--- config.mk ---
export PLATFORM = sky130hd
export DESIGN_NAME = utf8_string_validator
export DESIGN_NICKNAME = d
export VERILOG_FILES = /design/src/rtl/core/utf8v_pkg.sv /design/src/rtl/core/utf8v_check.sv /design/src/rtl/core/utf8_string_validator.sv
export SDC_FILE = /design/constraint.sdc
export NUM_CORES = 1
export LEC_CHECK = 0
export BUFFER_PORTS_ARGS = -buffer_cell sky130_fd_sc_hd__buf_2
export CORE_UTILIZATION = 60
export CTS_CLUSTER_DIAMETER = 40
export DETAILED_ROUTE_END_ITERATION = 6
export PLACE_DENSITY_LB_ADDON = 0.08
export SYNTH_ARGS = -nofsm -noshare
export SYNTH_HDL_FRONTEND = slang
export SYNTH_SLANG_ARGS = --single-unit
--- constraint.sdc ---
create_clock -name aclk -period 8.92 [get_ports aclk]
set_clock_uncertainty 0.2 [all_clocks]
set_input_delay 0.446 -clock aclk [delete_from_list [all_inputs] [get_ports aclk]]
set_output_delay 0.446 -clock aclk [all_outputs]
set_load 0.05 [all_outputs]
--- src/rtl/core/utf8v_pkg.sv ---
// Shared types, constants and the lead-byte decoding function for the UTF-8 string validator.
`timescale 1ns / 1ps

package utf8v_pkg;

    localparam int CFG_DATA_W  = 16;
    localparam int CFG_ADDR_W  = 1;
    localparam int POS_OUT_W   = 16;
    localparam int IN_TDATA_W  = 8;
    localparam int OUT_TDATA_W = 24;

    localparam logic [CFG_ADDR_W-1:0] REG_MIN_LENGTH = 1'd0;
    localparam logic [CFG_ADDR_W-1:0] REG_MAX_LENGTH = 1'd1;

    localparam logic [2:0] REASON_OK         = 3'd0;
    localparam logic [2:0] REASON_TOO_SHORT  = 3'd1;
    localparam logic [2:0] REASON_BAD_LEAD   = 3'd2;
    localparam logic [2:0] REASON_BAD_CONT   = 3'd3;
    localparam logic [2:0] REASON_SEQ_LIMIT  = 3'd4;
    localparam logic [2:0] REASON_CONTROL    = 3'd5;
    localparam logic [2:0] REASON_NO_TERM    = 3'd6;

    localparam logic [7:0] CONT_MASK    = 8'hc0;
    localparam logic [7:0] CONT_PATTERN = 8'h80;
    localparam logic [7:0] LEAD_PATTERN = 8'hc0;
    localparam logic [7:0] LEAD_BITS    = 8'h3f;
    localparam logic [7:0] CONTROL_TOP  = 8'h20;
    localparam logic [7:0] CHAR_TAB     = 8'h09;
    localparam logic [7:0] CHAR_LF      = 8'h0a;
    localparam logic [7:0] CHAR_CR      = 8'h0d;

    // Number of continuation bytes announced by a lead byte; zero marks 0xFE and 0xFF.
    function automatic logic [2:0] lead_continuations(input logic [7:0] ch);
        logic [7:0] v;
        v = ch & LEAD_BITS;
        if (v < 8'h20) begin
            return 3'd1;
        end else if (v < 8'h30) begin
            return 3'd2;
        end else if (v < 8'h38) begin
            return 3'd3;
        end else if (v < 8'h3c) begin
            return 3'd4;
        end else if (v < 8'h3e) begin
            return 3'd5;
        end else begin
            return 3'd0;
        end
    endfunction

    typedef struct packed {
        logic       give;
        logic       accepted;
        logic [2:0] reason;
        logic [2:0] cont_next;
        logic       given_next;
    } utf8v_decision_t;

endpackage

--- src/rtl/core/utf8v_check.sv ---
// Per-byte decision logic: examines one byte against the string state and limits.
`timescale 1ns / 1ps

module utf8v_check import utf8v_pkg::*; #(
    parameter int LENGTH_BITS = 16
) (
    input  logic [7:0]             data_byte,
    input  logic                   start_of_string,
    input  logic [LENGTH_BITS-1:0] position,
    input  logic [2:0]             continuations,
    input  logic                   verdict_given,
    input  logic [LENGTH_BITS-1:0] min_length,
    input  logic [LENGTH_BITS-1:0] max_length,
    output logic [LENGTH_BITS-1:0] position_used,
    output logic [LENGTH_BITS-1:0] position_next,
    output utf8v_decision_t        decision
);

    logic [LENGTH_BITS-1:0] eff_pos;
    logic [2:0]             eff_cont;
    logic                   eff_given;
    logic [2:0]             lead_count;
    logic [2:0]             cont_after;
    logic [LENGTH_BITS:0]   pos_plus_lead;
    logic [LENGTH_BITS:0]   pos_plus_one;
    logic [LENGTH_BITS:0]   max_wide;
    logic                   is_control;

    assign eff_pos       = start_of_string ? '0 : position;
    assign eff_cont      = start_of_string ? 3'd0 : continuations;
    assign eff_given     = start_of_string ? 1'b0 : verdict_given;
    assign lead_count    = lead_continuations(data_byte);
    assign pos_plus_lead = {1'b0, eff_pos} + {{(LENGTH_BITS-2){1'b0}}, lead_count};
    assign pos_plus_one  = {1'b0, eff_pos} + {{LENGTH_BITS{1'b0}}, 1'b1};
    assign max_wide      = {1'b0, max_length};
    assign is_control    = (data_byte < CONTROL_TOP)
                        && !(data_byte inside {CHAR_TAB, CHAR_LF, CHAR_CR});
    assign position_used = eff_pos;
    assign position_next = pos_plus_one[LENGTH_BITS-1:0];

    always_comb begin
        decision.give       = 1'b0;
        decision.accepted   = 1'b0;
        decision.reason     = REASON_OK;
        decision.given_next = eff_given;
        cont_after          = eff_cont;

        if (!eff_given) begin
            if (eff_pos >= max_length) begin
                decision.give   = 1'b1;
                decision.reason = REASON_NO_TERM;
            end else if (eff_cont != 3'd0) begin
                if ((data_byte & CONT_MASK) != CONT_PATTERN) begin
                    decision.give   = 1'b1;
                    decision.reason = REASON_BAD_CONT;
                end else begin
                    cont_after = eff_cont - 3'd1;
                end
            end else if (data_byte == 8'h00) begin
                decision.give = 1'b1;
                if (eff_pos >= min_length) begin
                    decision.accepted = 1'b1;
                    decision.reason   = REASON_OK;
                end else begin
                    decision.reason = REASON_TOO_SHORT;
                end
            end else if (data_byte[7]) begin
                if ((data_byte & CONT_MASK) != LEAD_PATTERN || lead_count == 3'd0) begin
                    decision.give   = 1'b1;
                    decision.reason = REASON_BAD_LEAD;
                end else if (pos_plus_lead >= max_wide) begin
                    decision.give   = 1'b1;
                    decision.reason = REASON_SEQ_LIMIT;
                end else begin
                    cont_after = lead_count;
                end
            end else if (is_control) begin
                decision.give   = 1'b1;
                decision.reason = REASON_CONTROL;
            end

            if (!decision.give && cont_after == 3'd0 && pos_plus_one >= max_wide) begin
                decision.give   = 1'b1;
                decision.reason = REASON_NO_TERM;
            end

            if (decision.give) begin
                decision.given_next = 1'b1;
            end
        end

        decision.cont_next = cont_after;
    end

endmodule

--- src/rtl/core/utf8_string_validator.sv ---
// Top level of the UTF-8 string validator: stream ports, registers and pipeline control.
`timescale 1ns / 1ps

// Checks a byte string, one byte per transaction, for legacy UTF-8 of up to six-byte
// sequences ending in a zero terminator within min_length and max_length. At most one
// result transaction is produced per string, at the byte that decides it; bytes after the
// verdict produce nothing until the next start_of_string. One byte is taken every cycle
// while the result side is not stalled; a byte passes through an input register and a
// result register, with the position and continuation state updated between them.
// Back-pressure on the result side stalls the whole pipeline.
module utf8_string_validator import utf8v_pkg::*; #(
    parameter int LENGTH_BITS = 16
) (
    input  logic                   aclk,
    input  logic                   aresetn,
    input  logic                   cfg_wr_en,
    input  logic [CFG_ADDR_W-1:0]  cfg_addr,
    input  logic [CFG_DATA_W-1:0]  cfg_wdata,
    input  logic                   s_tvalid,
    output logic                   s_tready,
    input  logic [IN_TDATA_W-1:0]  s_tdata,   // [7:0] data_byte
    input  logic                   s_tuser,   // [0] start_of_string
    output logic                   m_tvalid,
    input  logic                   m_tready,
    output logic [OUT_TDATA_W-1:0] m_tdata    // [0] accepted, [3:1] reason,
                                              // [19:4] byte_position, [23:20] zero
);

    localparam logic [31:0] MAX_RESET_WIDE = 32'h0000_ffff;
    localparam logic [LENGTH_BITS-1:0] MAX_RESET = MAX_RESET_WIDE[LENGTH_BITS-1:0];

    logic [LENGTH_BITS-1:0] min_length_reg;
    logic [LENGTH_BITS-1:0] max_length_reg;
    logic [31:0]            cfg_wide;

    logic                   in_valid_reg;
    logic [7:0]             in_byte_reg;
    logic                   in_start_reg;

    logic [LENGTH_BITS-1:0] position_reg;
    logic [LENGTH_BITS-1:0] position_next;
    logic [2:0]             cont_reg;
    logic                   given_reg;

    logic                   out_valid_reg;
    logic                   out_accepted_reg;
    logic [2:0]             out_reason_reg;
    logic [POS_OUT_W-1:0]   out_pos_reg;

    logic                   advance;
    logic [LENGTH_BITS-1:0] pos_used;
    logic [LENGTH_BITS-1:0] pos_incr;
    logic [31:0]            pos_used_wide;
    utf8v_decision_t        decision;

    assign cfg_wide      = {{(32-CFG_DATA_W){1'b0}}, cfg_wdata};
    assign advance       = !out_valid_reg || m_tready;
    assign s_tready      = !in_valid_reg || advance;
    assign pos_used_wide = 32'(pos_used);

    utf8v_check #(
        .LENGTH_BITS(LENGTH_BITS)
    ) u_check (
        .data_byte       (in_byte_reg),
        .start_of_string (in_start_reg),
        .position        (position_reg),
        .continuations   (cont_reg),
        .verdict_given   (given_reg),
        .min_length      (min_length_reg),
        .max_length      (max_length_reg),
        .position_used   (pos_used),
        .position_next   (pos_incr),
        .decision        (decision)
    );

    assign position_next = decision.give ? pos_used
                         : (decision.given_next ? pos_used : pos_incr);

    always_ff @(posedge aclk) begin
        if (!aresetn) begin
            min_length_reg <= '0;
            max_length_reg <= MAX_RESET;
        end else if (cfg_wr_en) begin
            case (cfg_addr)
                REG_MIN_LENGTH: min_length_reg <= cfg_wide[LENGTH_BITS-1:0];
                REG_MAX_LENGTH: max_length_reg <= cfg_wide[LENGTH_BITS-1:0];
                default: begin
                end
            endcase
        end
    end

    always_ff @(posedge aclk) begin
        if (!aresetn) begin
            in_valid_reg <= 1'b0;
        end else if (s_tready) begin
            in_valid_reg <= s_tvalid;
        end
    end

    always_ff @(posedge aclk) begin
        if (s_tready && s_tvalid) begin
            in_byte_reg  <= s_tdata[7:0];
            in_start_reg <= s_tuser;
        end
    end

    always_ff @(posedge aclk) begin
        if (!aresetn) begin
            position_reg <= '0;
            cont_reg     <= 3'd0;
            given_reg    <= 1'b0;
        end else if (in_valid_reg && advance) begin
            position_reg <= position_next;
            cont_reg     <= decision.cont_next;
            given_reg    <= decision.given_next;
        end
    end

    always_ff @(posedge aclk) begin
        if (!aresetn) begin
            out_valid_reg <= 1'b0;
        end else if (advance) begin
            out_valid_reg <= in_valid_reg && decision.give;
        end
    end

    always_ff @(posedge aclk) begin
        if (advance && in_valid_reg && decision.give) begin
            out_accepted_reg <= decision.accepted;
            out_reason_reg   <= decision.reason;
            out_pos_reg      <= pos_used_wide[POS_OUT_W-1:0];
        end
    end

    assign m_tvalid = out_valid_reg;
    assign m_tdata  = {{(OUT_TDATA_W-POS_OUT_W-4){1'b0}}, out_pos_reg,
                       out_reason_reg, out_accepted_reg};

    a_accept_means_ok: assert property (@(posedge aclk) disable iff (!aresetn)
        m_tvalid |-> (m_tdata[0] == (m_tdata[3:1] == REASON_OK)))
        else $error("Accepted flag disagrees with the reason code.");

    a_reason_range: assert property (@(posedge aclk) disable iff (!aresetn)
        m_tvalid |-> (m_tdata[3:1] <= REASON_NO_TERM))
        else $error("Reason code out of range.");

    a_cont_range: assert property (@(posedge aclk) disable iff (!aresetn)
        cont_reg <= 3'd5)
        else $error("More than five continuation bytes pending.");

    a_silent_after_verdict: assert property (@(posedge aclk) disable iff (!aresetn)
        (in_valid_reg && advance && given_reg && !in_start_reg) |=> !m_tvalid)
        else $error("Result produced after the verdict for this string.");

endmodule
==> results.toml, run 1 <==
[status]
status = "finished clean"

[routing]
via_per_inst = 5.96
ant_nets = 0
met2_length_mm = 6.87
firstDrtPassIters = 5
routed_wl_mm = 14.4
first_iter_violations = 312
top_layer = "met4"
wl_met1_mm = 6.22
dr_total_vias = 4889
avgRoutedWirePerCell_um = 17.5
wl_met3_um = 838
drc = 0

[final_layout]
nets = 788
mostFrequentLayoutCells = "nand2_1, ha_1, a21oi_1"
nFillCells = 797
drive_gt1_share_pct = 13.7
final_common_cell = "nand2_1"
fin_util_pct = 67.4
finalNonFillerCells = 820
diodes = 0
stdcell_area_um2 = 6230
areaGrowthSynthToFinish_pct = 8.84

[sta]
fmax_mhz = 159
relSlewSlack_pct = 26.7
fin_crit_sh_pct = 70.3
finalHoldViolCount = 0
finalMaxSlewViolations = 0
worstMarginPinSlew_ps = 1100
setup_viol = 0
finalSetupTns_ps = 0
layout_min_cycle_time_ps = 6270
rsz0062_at_grt = "no"

[power_and_ir_drop]
leakagePower_uw = 0.00298
vdd_drop_max_mv = 0.0957
p_per_area_nw_per_um2 = 132

[clock_tree]
cts-buffers-inserted = 9
cts_tree = "yes"
postCtsSetupRepairBufs = 0
cts.repair.resized = 0
clockBufferDepth = 2
clk_latency_ps = 370
cts_htree_levels = 3
clock-sinks = 83
cts.clk_slew.worst_paths_ps = 80
root_buffer = "clkbuf_8"
cts_hold_buf = 0

[synthesis]
syn_area_um2 = 5720
synth_area_per_cell_um2 = 8.77
ys_types = 62
synth_edf_count = 29
netlist_instances = 652
async_flop_share_pct = 0
synthFlopType = "dfxtp_1"
ys_seq_area_share_pct = 34.1
ys_ff_latch = 83
synth_warnings = 0

[placement]
hpwlAfterDp_mm = 10.8
place.gp.congestion = 0.953
placed_area_um2 = 6020
post-place-cells = 804
io_buffers = 52

[critical_path]
cp.arrival_ps = 6140
crit_chain = "buf_4 > nand2b_1 > inv_1 > ha_1 > inv_1 > fa_1 > nor2b_1 > o21ai_4 > nor2_1 > nand3_1 > xor2_1 > nor2_1 > ha_1 > nand4_1 > nor3_1 > o21ai_0 > and4_1 > nand2_2 > mux2_2 > a22oi_4 > nand2_2 > and2_1 > a21oi_2 > buf_4"
cpPeakStageDelay_ps = 520
path_max_fanout = 28
crit_type = "flip-flop to flip-flop"
slowest_stage = "a21oi_2"
timing.rr.start = "in_start_reg"
timing.reg2reg.setup_slack_ps = 2650
r2r_cells = 24
startpoint_type = "flip-flop"
worstPathRequired_ps = 8790
r2r-end = "out_pos_reg[14]"
critPathCaptureType = "flip-flop"

[floorplan]
die_area_um2 = 9930
die_h_um = 99.6
start_util_pct = 61.9
core_um2 = 9240
pin_count = 57
die_width_um = 99.6
core.rowCount = 35

[global_routing]
grt_pass1_vias = 4827
gr-total-overflow = 0
grt_pass1_wl_mm = 23.8
antenna_found_initial = 0
grt_usage_pct = 31.0
grt_start_max_net_pins = 33

[hold_path]
hold_depth = 1
hold_path_end = "in_byte_reg[1]"
hold_path.class = "primary input to flip-flop"
hp-start = "s_tdata[1]"

[run]
cap_violations = 0
## worst max path at each step
| stage | startpoint | endpoint | slack [ps] |
|---|---|---|---|
| final | in_start_reg | out_pos_reg[14] | 2650 |
| after global routing | in_start_reg | out_accepted_reg | 2230 |
| after CTS | in_start_reg | out_accepted_reg | 2730 |
| after detailed placement | in_start_reg | out_reason_reg[2] | 2760 |
| after global placement | in_start_reg | out_pos_reg[14] | 2900 |
| after floorplan | in_start_reg | out_accepted_reg | 2720 |
## final cells by class
type / count / area [µm²] / share of cell area [%]
multi-input combinational: 485 / 3420 / 54.9
clock inverter: 6 / 80.1 / 1.29
sequential: 83 / 1950 / 31.4
clock buffer: 10 / 128 / 2.05
timing repair buffer: 57 / 298 / 4.78
tap: 129 / 161 / 2.59
inverter: 50 / 188 / 3.01
## logic make-up (layout without fill, tap and decap cells)
kind of cell	count (synthesis)	in the layout	synth area share, %
simple gates	217	217	19.5
flops	83	83	34.1
fa+ha+maj	71	71	15.7
buf+inv	87	123	6.36
mux	9	9	1.71
other cells	1	4	0.0656
xor+xnor	26	26	3.98
compound gates	158	158	18.6
## Yosys cell counts (14+ instances only)
cell      number  area (µm²)
nand2_1       76         285
ha_1          70         876
a21oi_1       58         290
dfxtp_1       54        1080
inv_1         50         188
edfxtp_1      29         871
nand3_1       26         130
nor2b_1       25         156
clkbuf_1      24        90.1
nor2_1        21        78.8
o21ai_0       20         100
a21o_1        17         128
o211ai_1      17         128
xor2_1        16         140
nand2b_1      14        87.6
## critical path, delay by kind of cell, from the launching register on
kind	cells	cell delay (ps)
flip-flops	1	370
multiplexers	1	370
adder cells (fa/ha/maj)	3	900
AND/OR/NAND/NOR	11	2150
buffers and inverters	4	800
AO/OA/AOI/OAI	4	1010
XOR/XNOR	1	150
## per-stage QoR
step | setup slack [ps] | total power (µW) | hold slack [ps]
after floorplan | 2720 | 499 | 234
after global placement | 2900 | 526 | 243
after detailed placement | 2760 | 529 | 250
after CTS | 2730 | 821 | 43.9
after global routing | 2230 | 852 | 47.6
final | 2650 | 819 | 55.4
## routing by layer
layer	global-route usage [%]	up-vias
met3	5.69	40
met1	38.8	2289
met5	0	-
li1	-	2396
met2	52.5	164
met4	13.5	0
## power by group
| part | switching, µW | internal [µW] | leakage [µW] |
|---|---|---|---|
| clock | 140 | 156 | 0.000108 |
| combinational | 75.3 | 35.7 | 0.00214 |
| sequential | 6.64 | 405 | 0.000733 |
Note: power is estimated with default switching activity, not from simulation.
==> run 2, diff against run 1 <==
--- a/config.mk
+++ b/config.mk
@@ -5,8 +5,9 @@
 export SDC_FILE = /design/constraint.sdc
 export NUM_CORES = 1
 export LEC_CHECK = 0
+export ABC_AREA = 1
 export BUFFER_PORTS_ARGS = -buffer_cell sky130_fd_sc_hd__buf_2
-export CORE_UTILIZATION = 60
+export CORE_UTILIZATION = 54
 export CTS_CLUSTER_DIAMETER = 40
 export DETAILED_ROUTE_END_ITERATION = 6
 export PLACE_DENSITY_LB_ADDON = 0.08
==> constraint.sdc (replaced) <==
create_clock -name aclk -period 5.56 [get_ports aclk]
set_clock_uncertainty 0.2 [all_clocks]
set_input_delay 0.278 -clock aclk [delete_from_list [all_inputs] [get_ports aclk]]
set_output_delay 0.278 -clock aclk [all_outputs]
set_load 0.05 [all_outputs]
==> results.toml, run 2 <==
[floorplan]
core.rowCount = 37
die_area_um2 = 11200
die_h_um = 106
pin_count = 57
start_util_pct = 56.1
core_um2 = 10400
die_width_um = 106

[critical_path]
timing.rr.start = "in_byte_reg[1]"
r2r-end = "out_pos_reg[7]"
r2r_cells = 31
critPathCaptureType = "flip-flop"
cp_num_buf_inv = 6
path_max_fanout = 8
startpoint_type = "flip-flop"
cpPeakStageDelay_ps = 440
slowest_stage = "edfxtp_1"
crit_cells = 31
cpLargestDelayFamily = "simple AND/OR/NAND/NOR gates"
timing.reg2reg.setup_slack_ps = 420
crit_top_cell = "nand2_1"
cp.arrival_ps = 5020
crit_type = "flip-flop to flip-flop"
worstPathRequired_ps = 5440

[sta]
layout_min_cycle_time_ps = 5140
fin_ws_ps = 417
finalSetupTns_ps = 0
fin_crit_sh_pct = 92.5
fmax_mhz = 194
worstMarginPinSlew_ps = 941
setup_viol = 0
relSlewSlack_pct = 37.2
rsz0062_at_grt = "no"
finalHoldViolCount = 0
finalMaxSlewViolations = 0

[power_and_ir_drop]
p_int_uw = 1030
p_per_area_nw_per_um2 = 218
power_frac_comb_pct = 20.9
finalPower_uw = 1460
vdd_drop_max_mv = 0.209
power.switching_uw = 434
leakagePower_uw = 0.00339
p_clk_share_pct = 32.9
swShare_pct = 29.6
p_seq_share_pct = 46.2

[clock_tree]
clockBufferDepth = 2
cts.clk_slew.worst_paths_ps = 80
cts_tree = "yes"
clock-sinks = 83
postCtsSetupRepairBufs = 0
root_buffer = "clkbuf_8"
clk_latency_ps = 380
cts-buffers-inserted = 9
cts_htree_levels = 3

[placement]
place_ws_ps = 337
hpwlAfterDp_mm = 12.1
place.gp.congestion = 0.929
post-place-cells = 948
io_buffers = 52

[final_layout]
drive_gt1_share_pct = 11.9
finalNonFillerCells = 990
mostFrequentLayoutCells = "nand2_1, inv_1, ha_1"
nFillCells = 919
nets = 951
areaGrowthSynthToFinish_pct = 14.9
final_common_cell = "nand2_1"
diodes = 0

[routing]
firstDrtPassIters = 7
via_per_inst = 5.34
ant_nets = 0
first_iter_violations = 374
routed_wl_mm = 15.6
dr_total_vias = 5289
avgRoutedWirePerCell_um = 15.8
drc = 1

[hold_path]
hold_path_end = "max_length_reg[0]"
hold_depth = 4
hold_path.class = "primary input to flip-flop"
hp-start = "cfg_wr_en"

[synthesis]
netlist_instances = 774
synthFlopType = "dfxtp_1"
async_flop_share_pct = 0
yosysTopAreaCell = "dfxtp_1"
synth_area_per_cell_um2 = 7.55
ys_types = 43
syn_area_um2 = 5850
synth_most_common_cell = "nand2_1"
synth_common_cells = "nand2_1, inv_1, ha_1"
ys_seq_area_share_pct = 33.4
synth_edf_count = 29
synth_top_area_share_pct = 18.5
ys_ff_latch = 83
synth.area.top_cells = "dfxtp_1, ha_1, edfxtp_1, nand2_1, inv_1"
synth_warnings = 0

[global_routing]
grt_usage_pct = 29.4
grt_start_max_net_pins = 39
grt_pass1_wl_mm = 25.3
antenna_found_initial = 0
gr-total-overflow = 0
grt_pass1_vias = 5049

[status]
status = "finished with violations"
violations = "design-rule violations"

[run]
cap_violations = 0
## run 2: changes by cell type after synthesis, sizes merged, moves of 8 or more
cell and change:
a21o -16, and2 -8, inv +90, nand2 +63, nand2b -14, nand3 +18
nand4 +13, nor2 +46, nor2b -25, o21ai +10, xnor2 -9, xor2 +10
## run 2: routing by layer
metal  up-vias  global-route usage (%)  part of all wire, %
met5         -                       0                    0
met4         0                    8.63                  1.5
li1       2704                       -                    -
met1      2433                    40.0                   48
met3        19                    4.90                  4.3
met2       133                    47.9                   47
## run 2: final cells by class
class | count | area [µm²] | share of cell area (%)
well taps | 136 | 170 | 2.53
repair buffers | 86 | 581 | 8.65
multi-input cells | 528 | 3260 | 48.6
clock buffers | 13 | 149 | 2.22
inverters | 141 | 536 | 7.97
clock inverters | 3 | 65.1 | 0.969
flip-flops and latches | 83 | 1950 | 29.1
## run 2: logic make-up after synthesis
group / Yosys count / synth area share (%)
other: 1 / 0.0641
AO/OA/AOI/OAI: 128 / 12.3
adder cells (fa/ha/maj): 71 / 15.3
AND/OR/NAND/NOR: 298 / 23.7
flip-flops: 83 / 33.4
buffers and inverters: 166 / 11.2
XOR/XNOR: 27 / 4.04
## run 2: worst max-delay path by stage
| stage | end | startpoint |
|---|---|---|
| floorplan | out_accepted_reg | in_start_reg |
| global placement | out_pos_reg[3] | in_byte_reg[1] |
| detailed placement | out_pos_reg[1] | in_byte_reg[1] |
| CTS | out_pos_reg[7] | in_byte_reg[1] |
| global route | position_reg[0] | in_byte_reg[1] |
| finish | out_pos_reg[7] | in_byte_reg[1] |
## run 2: repair_timing
action                     CTS  global route
setup endpoints to repair    0            22
hold endpoints to repair    36             0
gates resized for setup      0             5
hold buffers                26             0
## run 2: worst register-to-register path: cells and delay by family (launching register included)
kind	cells	cell delay, ps
simple gates	16	1710
xor+xnor	1	200
flops	1	440
fa+ha+maj	3	890
compound gates	5	710
buf+inv	6	650
## run 2: power by group through the flow
stage / Clock, µW / Combinational (µW) / Sequential, µW
2_1_floorplan: 0 / 197 / 703
3_3_place_gp: 0 / 276 / 690
3_5_place_dp: 0 / 284 / 691
4_1_cts: 493 / 300 / 677
5_1_grt: 514 / 342 / 681
6_report: 482 / 305 / 677
## run 2: through the flow
step / util [%] / area, µm² / hold slack, ps
4_1_cts: 64.3 / 6700 / 0.789
3_5_place_dp: 59.8 / 6230 / 256
2_1_floorplan: - / 5860 / 177
6_report: 64.5 / 6720 / 13.1
5_1_grt: 64.5 / 6720 / 41.1
3_3_place_gp: 59.8 / 6230 / 252
